$ cat config.mk
export PLATFORM = sky130hd
export DESIGN_NAME = twrdp_merge
export DESIGN_NICKNAME = d
export VERILOG_FILES = /design/src/rtl/twrdp_pkg.sv /design/src/rtl/twrdp_merge.sv
export SDC_FILE = /design/constraint.sdc
export NUM_CORES = 1
export LEC_CHECK = 0
export ABC_AREA = 1
export ABC_CLOCK_PERIOD_IN_PS = 6700
export BUFFER_PORTS_ARGS = -buffer_cell sky130_fd_sc_hd__buf_4
export CAP_MARGIN = 20
export CORE_UTILIZATION = 30
export CTS_BUF_LIST = sky130_fd_sc_hd__clkbuf_8
export DETAILED_ROUTE_END_ITERATION = 16
export PLACE_DENSITY = 0.58
export SLEW_MARGIN = 20
export SYNTH_ARGS = -nofsm -noshare
export SYNTH_HDL_FRONTEND = slang
export SYNTH_SLANG_ARGS = --single-unit
$ cat constraint.sdc
create_clock -name aclk -period 6.7 [get_ports aclk]
set_input_delay 0 -clock aclk [delete_from_list [all_inputs] [get_ports aclk]]
set_output_delay 0 -clock aclk [all_outputs]
set_load 0.02 [all_outputs]
$ cat src/rtl/twrdp_pkg.sv
// Shared types and constants for the ternary-weight row dot product.
// No dependencies; imported by every module of the block.
package twrdp_pkg;

    // 2-bit weight codes, decoded as code minus one
    localparam logic [1:0] W_NEG  = 2'd0;
    localparam logic [1:0] W_ZERO = 2'd1;
    localparam logic [1:0] W_POS  = 2'd2;
    localparam logic [1:0] W_DBL  = 2'd3;

    // configuration register indexes
    localparam logic CFG_SCALE = 1'b0;
    localparam logic CFG_START = 1'b1;

    localparam logic [31:0] SCALE_RESET = 32'd16777216;

    localparam int LANES    = 4;
    localparam int ACT_W    = 8;
    localparam int PROD_W   = 10;
    localparam int PSUM_W   = 12;
    localparam int SCALE_W  = 32;
    localparam int ROW_W    = 16;
    localparam int SUM_W    = 32;
    localparam int SCALED_W = 64;
    // accumulator is sign-extended to this width and split in two halves
    localparam int MUL_EXT_W  = 48;
    localparam int MUL_HALF_W = MUL_EXT_W / 2;

    typedef logic signed [ACT_W-1:0]    act_t;
    typedef logic signed [PROD_W-1:0]   prod_t;
    typedef logic signed [PSUM_W-1:0]   psum_t;
    typedef logic signed [SCALE_W-1:0]  scale_t;
    typedef logic signed [SCALED_W-1:0] scaled_t;

    // request handed from the accumulator to the multiplier stages
    typedef struct packed {
        logic             valid;
        logic [ROW_W-1:0] row;
    } row_ctl_t;

endpackage

$ cat src/rtl/twrdp_merge.sv
// Merging stage: adds the four lane products into the row accumulator.
// Depends on twrdp_pkg.
module twrdp_merge #(
    parameter int ACC_WIDTH = 32
) (
    input  logic                            aclk,
    input  logic                            aresetn,
    input  logic                            accept,
    input  logic                            last,
    input  twrdp_pkg::prod_t                prod [twrdp_pkg::LANES],
    output logic signed [ACC_WIDTH-1:0]     total
);
    import twrdp_pkg::*;

    logic signed [ACC_WIDTH-1:0] acc_reg, acc_next;
    psum_t                       psum;

    always_comb begin
        psum = '0;
        for (int i = 0; i < LANES; i++) begin
            psum = psum + PSUM_W'(prod[i]);
        end
    end

    assign total = acc_reg + ACC_WIDTH'(psum);

    always_comb begin
        acc_next = acc_reg;
        if (accept) begin
            // clear once the row is handed on
            acc_next = last ? '0 : total;
        end
    end

    always_ff @(posedge aclk) begin
        if (!aresetn) begin
            acc_reg <= '0;
        end else begin
            acc_reg <= acc_next;
        end
    end

endmodule

==> metrics.md <==
| Metric | Value |
|---|---|
| CTS tree | built |
| Vias per inst | 4.15 |
| Layout cells sized above 1 | 11.9% |
| First-pass GRT wire length | 20.5 mm |
| Largest register FFs | 32 |
| Synth top area cells | fa_1 21%, nand2_1 19%, inv_1 18%, dfxtp_1 13%, ha_1 8.3% |
| Synth Register Bits | 32 |
| Flop-to-flop setup slack | 3.87 ns |
| Number of remaining DRC errors | 0 |
| All-Layer GR Usage | 15.5% |
| Dominant cell type by area after synthesis | fa_1 |
| Core Footprint | 16,000 sq um |
| Initial antenna violation count | 0 |
| Number of synthesized flops with an enable pin | 0 |
| R2R Path End | acc_reg[13]$_SDFFE_PN0P_ |
| Status | complete, no violations |
| Grt ovf | 0 |
| Drt first pass iters | 4 |
| CP arrival | 4.38 ns |
| Die ar. | 17,100 sq um |
| Cells after synthesis | 794 |
| Share of the synthesized area in the top cell type | 20.6% |
| Setup crit start kind | primary input |
| Worst Hold Depth | 4 |
| Syn_nets | 922 |
| Port bufs | 75 |
| Root buffer cell | clkbuf_8 |
| Post-DP HPWL | 9.99 mm |
| Worst Hold End | acc_reg[2]$_SDFFE_PN0P_ |
| Most used cell, CP | inv_1 |
| RSZ-0062 raised after global routing | no |
| Top Layer Used | met4 |
| WP data required | 6.70 ns |
| Slew @ Worst Pin | 1.02 ns |
| CP max stage cell | fa_1 |
| Post-Route WL | 12.1 mm |
| Die H | 131 microns |
| Worst r2r path cells | 16 |
| CTS resizes | 0 |
| Fmax | 228 MHz |
| Setup TNS | 0 ns |
| Yosys cell types | 26 |
| Fin nets | 998 |
| Worst-Skew Late Latency | 0.31 ns |
| Boundary Pins | 76 |
| Synthesized area per cell | 6.25 sq um |
| Vias | 4,516 |
| Commonest cells in the netlist | 248 x nand2_1, 241 x inv_1, 53 x a21oi_1, 51 x fa_1, 35 x nor2_1 |
| Reg-to-Reg Start | acc_reg[1]$_SDFFE_PN0P_ |
| Final Critical Period | 4.38 ns |
| Gpl congestion | 0.881 |
| WS Path Type | primary input to primary output |
| Clk buf depth | 2 |
| Post-route cell area | 5880 sq um |
| Antenna viol nets, final | 0 |
| Row cnt | 46 |
| Vias in the first global route | 4,420 |
| Final core utilization | 36.7% |
| Met3 WL post-DR | 526 microns |
| Ys Warns | 0 |
| Ys async rst share | 0% |
| Post-DP Area | 5790 sq um |
| Final setup viols | 0 |
| Top-count cell post-synth | nand2_1 |
| Clk sink count | 32 |
| DRT met1 WL | 6.00 mm |
| Critical Path End Type | primary output |
| Diodes inserted | 0 |
| Layout overhead on the synthesized area | 18.4% |
| Postcts setup bufs | 0 |
| Crit-path max cell delay | 0.86 ns |
| Pins Over Slew Limit | 0 |
| Max-cap violations | 0 |
| CTS buffer count | 5 |
| Most used DFF post-synth | dfxtp_1 |
| Number of DRC markers in iteration 0 | 233 |
| Crit share post-route | 65.4% |
| Largest net degree at the start of global routing | 34 |
| Worst path cell trace | buf_4 -> inv_1 -> fa_1 -> inv_1 -> fa_1 -> clkinv_1 -> fa_1 -> inv_1 -> ha_1 -> nand2_1 -> inv_1 -> a21oi_1 -> nor2_1 -> o21ai_0 -> nand4_1 -> and2_1 -> buf_4 |
| Crit-path max FO | 20 |
| Die width | 131 microns |
| H-tree depth | 2 |
| Skew final | 0.00926 ns |
| Routed length per placed instance | 11.1 microns |
| Sequential area share after synthesis | 12.9% |
| Cts hold-fix bufs | 0 |
| HP Class | primary input to flip-flop |
| Min-delay src | last |
| Clock transition at path regs | 0.08 ns |
| Starting Density | 31.0% |
| Final Hold Vio Count | 0 |
| Wire length on met2 | 5.44 mm |
| Slew HR | 31.5% |
| Synth Cell Area | 4960 sq um |
worst max-delay path, delay by kind of cell:
kind | cells | cell delay (ns)
compound gates | 2 | 0.58
fa+ha+maj | 4 | 1.84
simple gates | 4 | 0.60
buf+inv | 7 | 1.34
worst max-delay path by stage:
stage                                to  cells past startpoint  startpoint
4_1_cts                       total[25]                     17     prod[9]
3_5_place_dp                  total[25]                     17     prod[9]
2_1_floorplan  acc_reg[12]$_SDFFE_PN0P_                     15     prod[9]
6_report                      total[25]                     17    prod[19]
3_3_place_gp                  total[25]                     17     prod[9]
5_1_grt                       total[25]                     17    prod[19]
final cells by class:
class	count	area, sq um
Clock buffer	5	68.8
Clock inverter	3	18.8
Fill cell	1838	10100
Inverter	241	905
Multi-Input combinational cell	512	3390
Sequential cell	32	641
Tap cell	216	270
Timing Repair Buffer	78	586
through the flow:
step                instances  hold slack [ns]  worst slack, ns
floorplan                 794            0.182             2.79
global placement         1079            0.454             2.51
detailed placement       1079            0.455             2.41
CTS                      1087            0.121             2.39
global route             1087            0.149             1.83
finish                   1087            0.126             2.32
routing by layer:
metal  track usage, %  up-vias
met2             26.4       72
met5                0        -
li1                 -     2437
met3             2.85       10
met4             3.58        0
met1             20.3     1997
cells in the final DEF, fill, tap and decap left out:
cell type | synthesis | final
nand2_1 | 248 | 248
inv_1 | 241 | 240
buf_4 | 0 | 78
a21oi_1 | 53 | 53
fa_1 | 51 | 51
nor2_1 | 35 | 34
ha_1 | 33 | 33
dfxtp_1 | 32 | 32
nand3_1 | 27 | 27
and2_1 | 13 | 13
xor2_1 | 13 | 13
nand2_2 | 9 | 9
nand3b_1 | 8 | 8
clkbuf_8 | 0 | 5
nand4_1 | 4 | 4
nor2_2 | 3 | 3
nor3_1 | 3 | 3
xor2_2 | 2 | 2
xnor2_1 | 2 | 2
nand3_2 | 2 | 2
clkinv_2 | 0 | 2
o21ai_0 | 1 | 1
o21bai_2 | 1 | 1
nor2_4 | 0 | 1
clkinv_1 | 0 | 1
a21o_1 | 1 | 1
nor4_1 | 1 | 1
and3_1 | 1 | 1
o21a_1 | 1 | 1
clkinv_4 | 0 | 1
cell families after synthesis:
| logic type | after synthesis | synth area share [%] |
|---|---|---|
| AOI/OAI and AO/OA | 57 | 5.98 |
| xor gates and xnor gates | 17 | 3.30 |
| adders and majority gates | 84 | 28.9 |
| buffers and inverters | 250 | 19.0 |
| DFF | 32 | 12.9 |
| and+or+nand+nor | 354 | 30.0 |
Power is left out: the tool's default activity adds up to more than one toggle a clock period on the data nets, which glitch-free logic cannot reach.
