### config.mk
export PLATFORM = sky130hd
export DESIGN_NAME = twrdp_lane
export DESIGN_NICKNAME = d
export VERILOG_FILES = /design/src/rtl/twrdp_pkg.sv /design/src/rtl/twrdp_lane.sv
export SDC_FILE = /design/constraint.sdc
export NUM_CORES = 1
export LEC_CHECK = 0
export ABC_AREA = 1
export BUFFER_PORTS_ARGS = -buffer_cell sky130_fd_sc_hd__buf_2
export CAP_MARGIN = 20
export CORE_AREA = 2 2 39 41
export DETAILED_ROUTE_END_ITERATION = 7
export DIE_AREA = 0 0 41 43
export GPL_TIMING_DRIVEN = 0
export SLEW_MARGIN = 20
export SYNTH_ARGS = -nofsm -noshare
export SYNTH_HDL_FRONTEND = slang
export SYNTH_SLANG_ARGS = --single-unit
### constraint.sdc
create_clock -name vclk -period 0.86
set_clock_uncertainty 0.1 [all_clocks]
set_input_delay 0.043 -clock vclk [all_inputs]
set_output_delay 0.043 -clock vclk [all_outputs]
set_load 0.005 [all_outputs]
### src/rtl/twrdp_pkg.sv
// Shared types and constants for the ternary-weight row dot product.
// No dependencies; imported by every module of the block.
package twrdp_pkg;

    // 2-bit weight codes, decoded as code minus one
    localparam logic [1:0] W_NEG  = 2'd0;
    localparam logic [1:0] W_ZERO = 2'd1;
    localparam logic [1:0] W_POS  = 2'd2;
    localparam logic [1:0] W_DBL  = 2'd3;

    // configuration register indexes
    localparam logic CFG_SCALE = 1'b0;
    localparam logic CFG_START = 1'b1;

    localparam logic [31:0] SCALE_RESET = 32'd16777216;

    localparam int LANES    = 4;
    localparam int ACT_W    = 8;
    localparam int PROD_W   = 10;
    localparam int PSUM_W   = 12;
    localparam int SCALE_W  = 32;
    localparam int ROW_W    = 16;
    localparam int SUM_W    = 32;
    localparam int SCALED_W = 64;
    // accumulator is sign-extended to this width and split in two halves
    localparam int MUL_EXT_W  = 48;
    localparam int MUL_HALF_W = MUL_EXT_W / 2;

    typedef logic signed [ACT_W-1:0]    act_t;
    typedef logic signed [PROD_W-1:0]   prod_t;
    typedef logic signed [PSUM_W-1:0]   psum_t;
    typedef logic signed [SCALE_W-1:0]  scale_t;
    typedef logic signed [SCALED_W-1:0] scaled_t;

    // request handed from the accumulator to the multiplier stages
    typedef struct packed {
        logic             valid;
        logic [ROW_W-1:0] row;
    } row_ctl_t;

endpackage

### src/rtl/twrdp_lane.sv
// One lane: decodes a 2-bit weight code and applies it to one activation.
// Depends on twrdp_pkg.
module twrdp_lane (
    input  logic [1:0]      code,
    input  twrdp_pkg::act_t act,
    output twrdp_pkg::prod_t prod
);
    import twrdp_pkg::*;

    prod_t act_ext;

    assign act_ext = PROD_W'(act);

    always_comb begin
        case (code)
            W_NEG:   prod = -act_ext;
            W_ZERO:  prod = '0;
            W_POS:   prod = act_ext;
            W_DBL:   prod = act_ext <<< 1;
            default: prod = '0;
        endcase
    end

endmodule

==> flow_summary.ini, run 1 <==
[critical_path]
crit_start = act[0]
path_depth = 10
timing.critical_path.arrival_ps = 880
critical_path.slowest_cell = ha_4
startpoint_type = input port
path_common_cell = nand2_1
critical_path_peak_fanout = 3
timing_worst_setup_path_type = input port to output pin
critPathCaptureType = output pin
buffering_stage_count_on_the_worst_path_with_inverters_included = 4
cells_along_the_critical_path = buf_6 > clkinvlp_4 > ha_4 > inv_4 > nor2_4 > nand3_2 > nand2_1 > nand3_1 > nand2_1 > buf_2
worstPathRequired_ps = 720
slowest_delay_ps = 150
crit_family = simple AND/OR/NAND/NOR gates

[pwr]
pwr-share-comb_pct = 100.0
power_per_cell_area_mw_per_mm2 = 474
total_power_mw = 0.267
leakagePower_nw = 0.283
p_sw_mw = 0.148
switching_share_pct = 55.4
power.share.clock_pct = 0
irDropWorstVdd_uv = 170
internal_dissipation_mw = 0.119
pwr-share-seq_pct = 0

[drt]
detailroute.via_count = 486
drt-vias-per-instance = 4.63
drc_errors = 0
detail_route.wirelength_mm = 1.03
ant_nets = 0
drt-initial-drc-count = 3
detailedRoute.firstPassIterationCount = 4
routedWlPerCell_um = 9.79

[outcome]
outcome = complete, but fails checks
violated_checks = negative setup slack

[place]
place.detailed.instances = 102
finalWeightedCongestion = 0.798
io_port_bufs = 20
dp_hpwl_um = 779

[cells_and_area]
drive_above_1_share_pct = 57.3
areaGrowthSynthToFinish_pct = 66.1
layout.area.seq_um2 = 0
design.final.nets = 102
number_of_sequential_cells_in_the_layout = 0
filler_cell_count = 161
diodes = 0
post_layout_nonfiller_instances = 105
num-clock-buffers = 0

[global_route]
globalRoute.totalOverflow = 0
grt_antenna_before_repair = 0
grt_pass1_wl_mm = 1.51
grt_pass1_vias = 370
grt.total_usage_pct = 11.5
grt_start_max_net_pins = 8

[worst_hold_path]
hold_start = act[3]
worstHoldPathCells = 4
worst_hold_path_type = input port to output pin

[logic_synthesis]
post_synth_inst_count = 66
synth_top_area_share_pct = 21.0
synthesis.area_per_instance_um2 = 5.14
synth.cells.most_frequent = 19 x nand2_1, 10 x nand3_1, 7 x inv_1, 6 x nand2_2, 5 x inv_2
ys_warnings = 0
biggest_area_consumer_among_synthesized_cells = nand2_1
synth.net_count = 77
synth_sequential_area_ratio_pct = 0
mappedNetlistArea_um2 = 339
synth.most_common_cell = nand2_1
synth_area_leaders = nand2_1 21%, nand3_1 15%, nand2_2 11%
post_synth_num_cell_types = 17

[timing]
fin_ws_ps = -163
final.setup.tns_ps = -743
finalCriticalPeriod_ps = 1020
slew-limit-headroom_pct = 86.7
pin_slew_with_the_least_headroom_to_its_limit_ps = 199
fmax_mhz = 978
rsz_0062_raised_after_global_routing = yes
final-hold-violation-count = 0
setup_viol_count_final = 9
timing.final.max_slew_violations = 0
fin_crit_sh_pct = 119

[die]
boundaryPins = 20
dieArea_mm2 = 0.00176
initial_standard_cell_utilization_of_the_core_pct = 24.5
die_h_um = 43
placeableCoreArea_mm2 = 0.00138
die_w_um = 41
rows = 14

[job]
cap_violations = 0
## final cells by class
cell class	count	area (um^2)	area share, %
timing repair buffer	23	141	25.1
inverter	12	53.8	9.56
tap	16	20.0	3.56
multi-input combinational	54	348	61.8
## metal layers
layer  vias up  track usage [%]  wire, um
met1       212             15.8       419
met5         -                0         0
met3         0                0        48
met2        13             20.3       559
met4         0                0         0
li1        261                -         -
## power groups by stage
stage          logic [mW]  clock network, mW  registers (mW)
2_1_floorplan       0.120                  0               0
4_1_cts             0.253                  0               0
6_report            0.267                  0               0
3_5_place_dp        0.219                  0               0
3_3_place_gp        0.216                  0               0
5_1_grt             0.295                  0               0
## layout by cell type, fill, tap and decap left out
master / count
nand2_1: 19
inv_1: 4
nor2_1: 2
nand3_1: 8
nand4_1: 1
buf_2: 17
o221ai_2: 1
inv_2: 5
nor2_2: 1
nand2_2: 6
clkinvlp_4: 1
nor3_2: 1
o22ai_1: 1
o21ai_1: 1
inv_4: 2
o21ai_2: 3
o221ai_1: 1
buf_4: 3
buf_6: 3
ha_4: 1
nor2_4: 4
nand3b_1: 1
nand3_2: 3
## through the flow
stage / hold slack, ps / utilization, % / setup slack [ps] / area (um^2)
final: 302 / 40.7 / -163 / 563
after global routing: 334 / 40.7 / -211 / 563
after CTS: 304 / 38.8 / -177 / 537
after detailed placement: 301 / 33.6 / -318 / 465
after global placement: 293 / 33.6 / -303 / 465
after floorplan: 17.1 / - / 15.2 / 345
## worst paths after layout
kind,end,slack [ps]
worst min-delay path,prod[4],300
worst max-delay path,prod[6],-160
## kinds of logic after synthesis
logic type	synth area share (%)
simple gates	66.8
buf+inv	13.3
compound gates	16.2
fa+ha+maj	3.69
## repair_timing
| action | CTS | global route |
|---|---|---|
| gates resized for setup | 14 | 5 |
| setup endpoints to repair | 9 | 9 |
| pin swaps | 6 | 8 |
| buffers inserted | 2 | 1 |
| hold buffers | 0 | 0 |
No activity file was read; power rests on OpenSTA's default activity.
==> run 2, diff against run 1 <==
SETUP_SLACK_MARGIN = 0.4   (was unset)
==> flow_summary.ini, run 2 (synthesis gave the netlist of run 1 again) <==
[worst_hold_path]
worstHoldPathCells = 4
worst_hold_path_type = input port to output pin
destination_of_the_worst_hold_path = prod[4]
hold_start = act[4]

[timing]
slew-limit-headroom_pct = 84.8
finalCriticalPeriod_ps = 1010
pin_slew_with_the_least_headroom_to_its_limit_ps = 227
fmax_mhz = 995
rsz_0062_raised_after_global_routing = yes
timing.final.max_slew_violations = 0
fin_ws_ps = -145
setup_viol_count_final = 9
final-hold-violation-count = 0
fin_crit_sh_pct = 117

[critical_path]
critPathCaptureType = output pin
slowest_delay_ps = 150
cells_along_the_critical_path = buf_6 > clkinvlp_4 > ha_4 > inv_4 > nor2_4 > nand3_2 > nand2_1 > nand3_1 > nand2_1 > buf_2
critical_path_peak_fanout = 3
worstPathRequired_ps = 720
startpoint_type = input port
critical_path.slowest_cell = ha_4
crit_family = simple AND/OR/NAND/NOR gates
path_depth = 10
path_common_cell = nand2_1
buffering_stage_count_on_the_worst_path_with_inverters_included = 4
timing.critical_path.arrival_ps = 860
timing_worst_setup_path_type = input port to output pin

[drt]
drt-vias-per-instance = 4.74
detail_route.wirelength_mm = 1.12
detailedRoute.firstPassIterationCount = 2
drt-initial-drc-count = 2
routedWlPerCell_um = 10.5
detailroute.via_count = 507
ant_nets = 0
drc_errors = 0

[place]
placement.setup.worst_slack_ps = -291
dp_hpwl_um = 804
finalWeightedCongestion = 0.774
io_port_bufs = 20

[cells_and_area]
design.final.nets = 104
layout.area.seq_um2 = 0
mostFrequentLayoutCells = 18 x nand2_1, 16 x buf_2, 8 x nand3_1
layout_commonest_cell = nand2_1
num-clock-buffers = 0
areaGrowthSynthToFinish_pct = 81.9
diodes = 0
filler_cell_count = 159
drive_above_1_share_pct = 60.4
number_of_sequential_cells_in_the_layout = 0

[die]
rows = 14
boundaryPins = 20
dieArea_mm2 = 0.00176
die_w_um = 41
placeableCoreArea_mm2 = 0.00138
die_h_um = 43
initial_standard_cell_utilization_of_the_core_pct = 24.5

[pwr]
irDropWorstVdd_uv = 208
power_per_cell_area_mw_per_mm2 = 482
leakagePower_nw = 0.314
total_power_mw = 0.298

[global_route]
grt_antenna_before_repair = 0
grt_start_max_net_pins = 8
grt.total_usage_pct = 12.8
grt_pass1_wl_mm = 1.66
globalRoute.totalOverflow = 0
grt_pass1_vias = 427

[job]
cap_violations = 0

[outcome]
outcome = complete, but fails checks
violated_checks = negative setup slack
## run 2: what timing repair did
item,in CTS,in global routing
buffers inserted,4,1
hold buffers,0,0
gates resized for setup,13,9
pin swaps,8,3
endpoints found under the setup margin,10,10
## run 2: how the worst max path moves through the flow
stage	start	end	slack, ps
after floorplan	act[0]	prod[6]	20
after global placement	act[0]	prod[6]	-290
after detailed placement	act[0]	prod[6]	-290
after CTS	act[0]	prod[6]	-140
after global routing	act[0]	prod[6]	-220
final	act[0]	prod[6]	-150
## run 2: per-stage QoR
step,hold WS (ps),TNS (ps),util (%),cells,area [um^2]
floorplan,17.1,0,-,66,377
global placement,304,-1290,35.9,102,497
detailed placement,309,-1310,35.9,102,497
CTS,308,-632,41.6,106,576
global route,328,-1530,44.6,107,617
finish,299,-1020,44.6,107,617
## run 2: area by class of cell
class,count,area [um^2],share of cell area (%)
Multi-Input combinational cell,54,377,61.1
Timing Repair Buffer,25,166,27.0
Inverter,12,53.8,8.72
Tap cell,16,20.0,3.25
## run 2: per-layer routing
| layer | wire [um] | part of all wire (%) | vias up | track usage, % |
|---|---|---|---|---|
| li1 | - | - | 269 | - |
| met1 | 460 | 41 | 217 | 17.4 |
| met2 | 557 | 50 | 17 | 20.6 |
| met3 | 66 | 5.9 | 4 | 0 |
| met4 | 39 | 3.5 | 0 | 4.67 |
| met5 | 0 | 0 | - | 0 |
## run 2: power by group
| part | internal, mW | switching [mW] |
|---|---|---|
| clock | 0 | 0 |
| combinational | 0.135 | 0.163 |
| sequential | 0 | 0 |
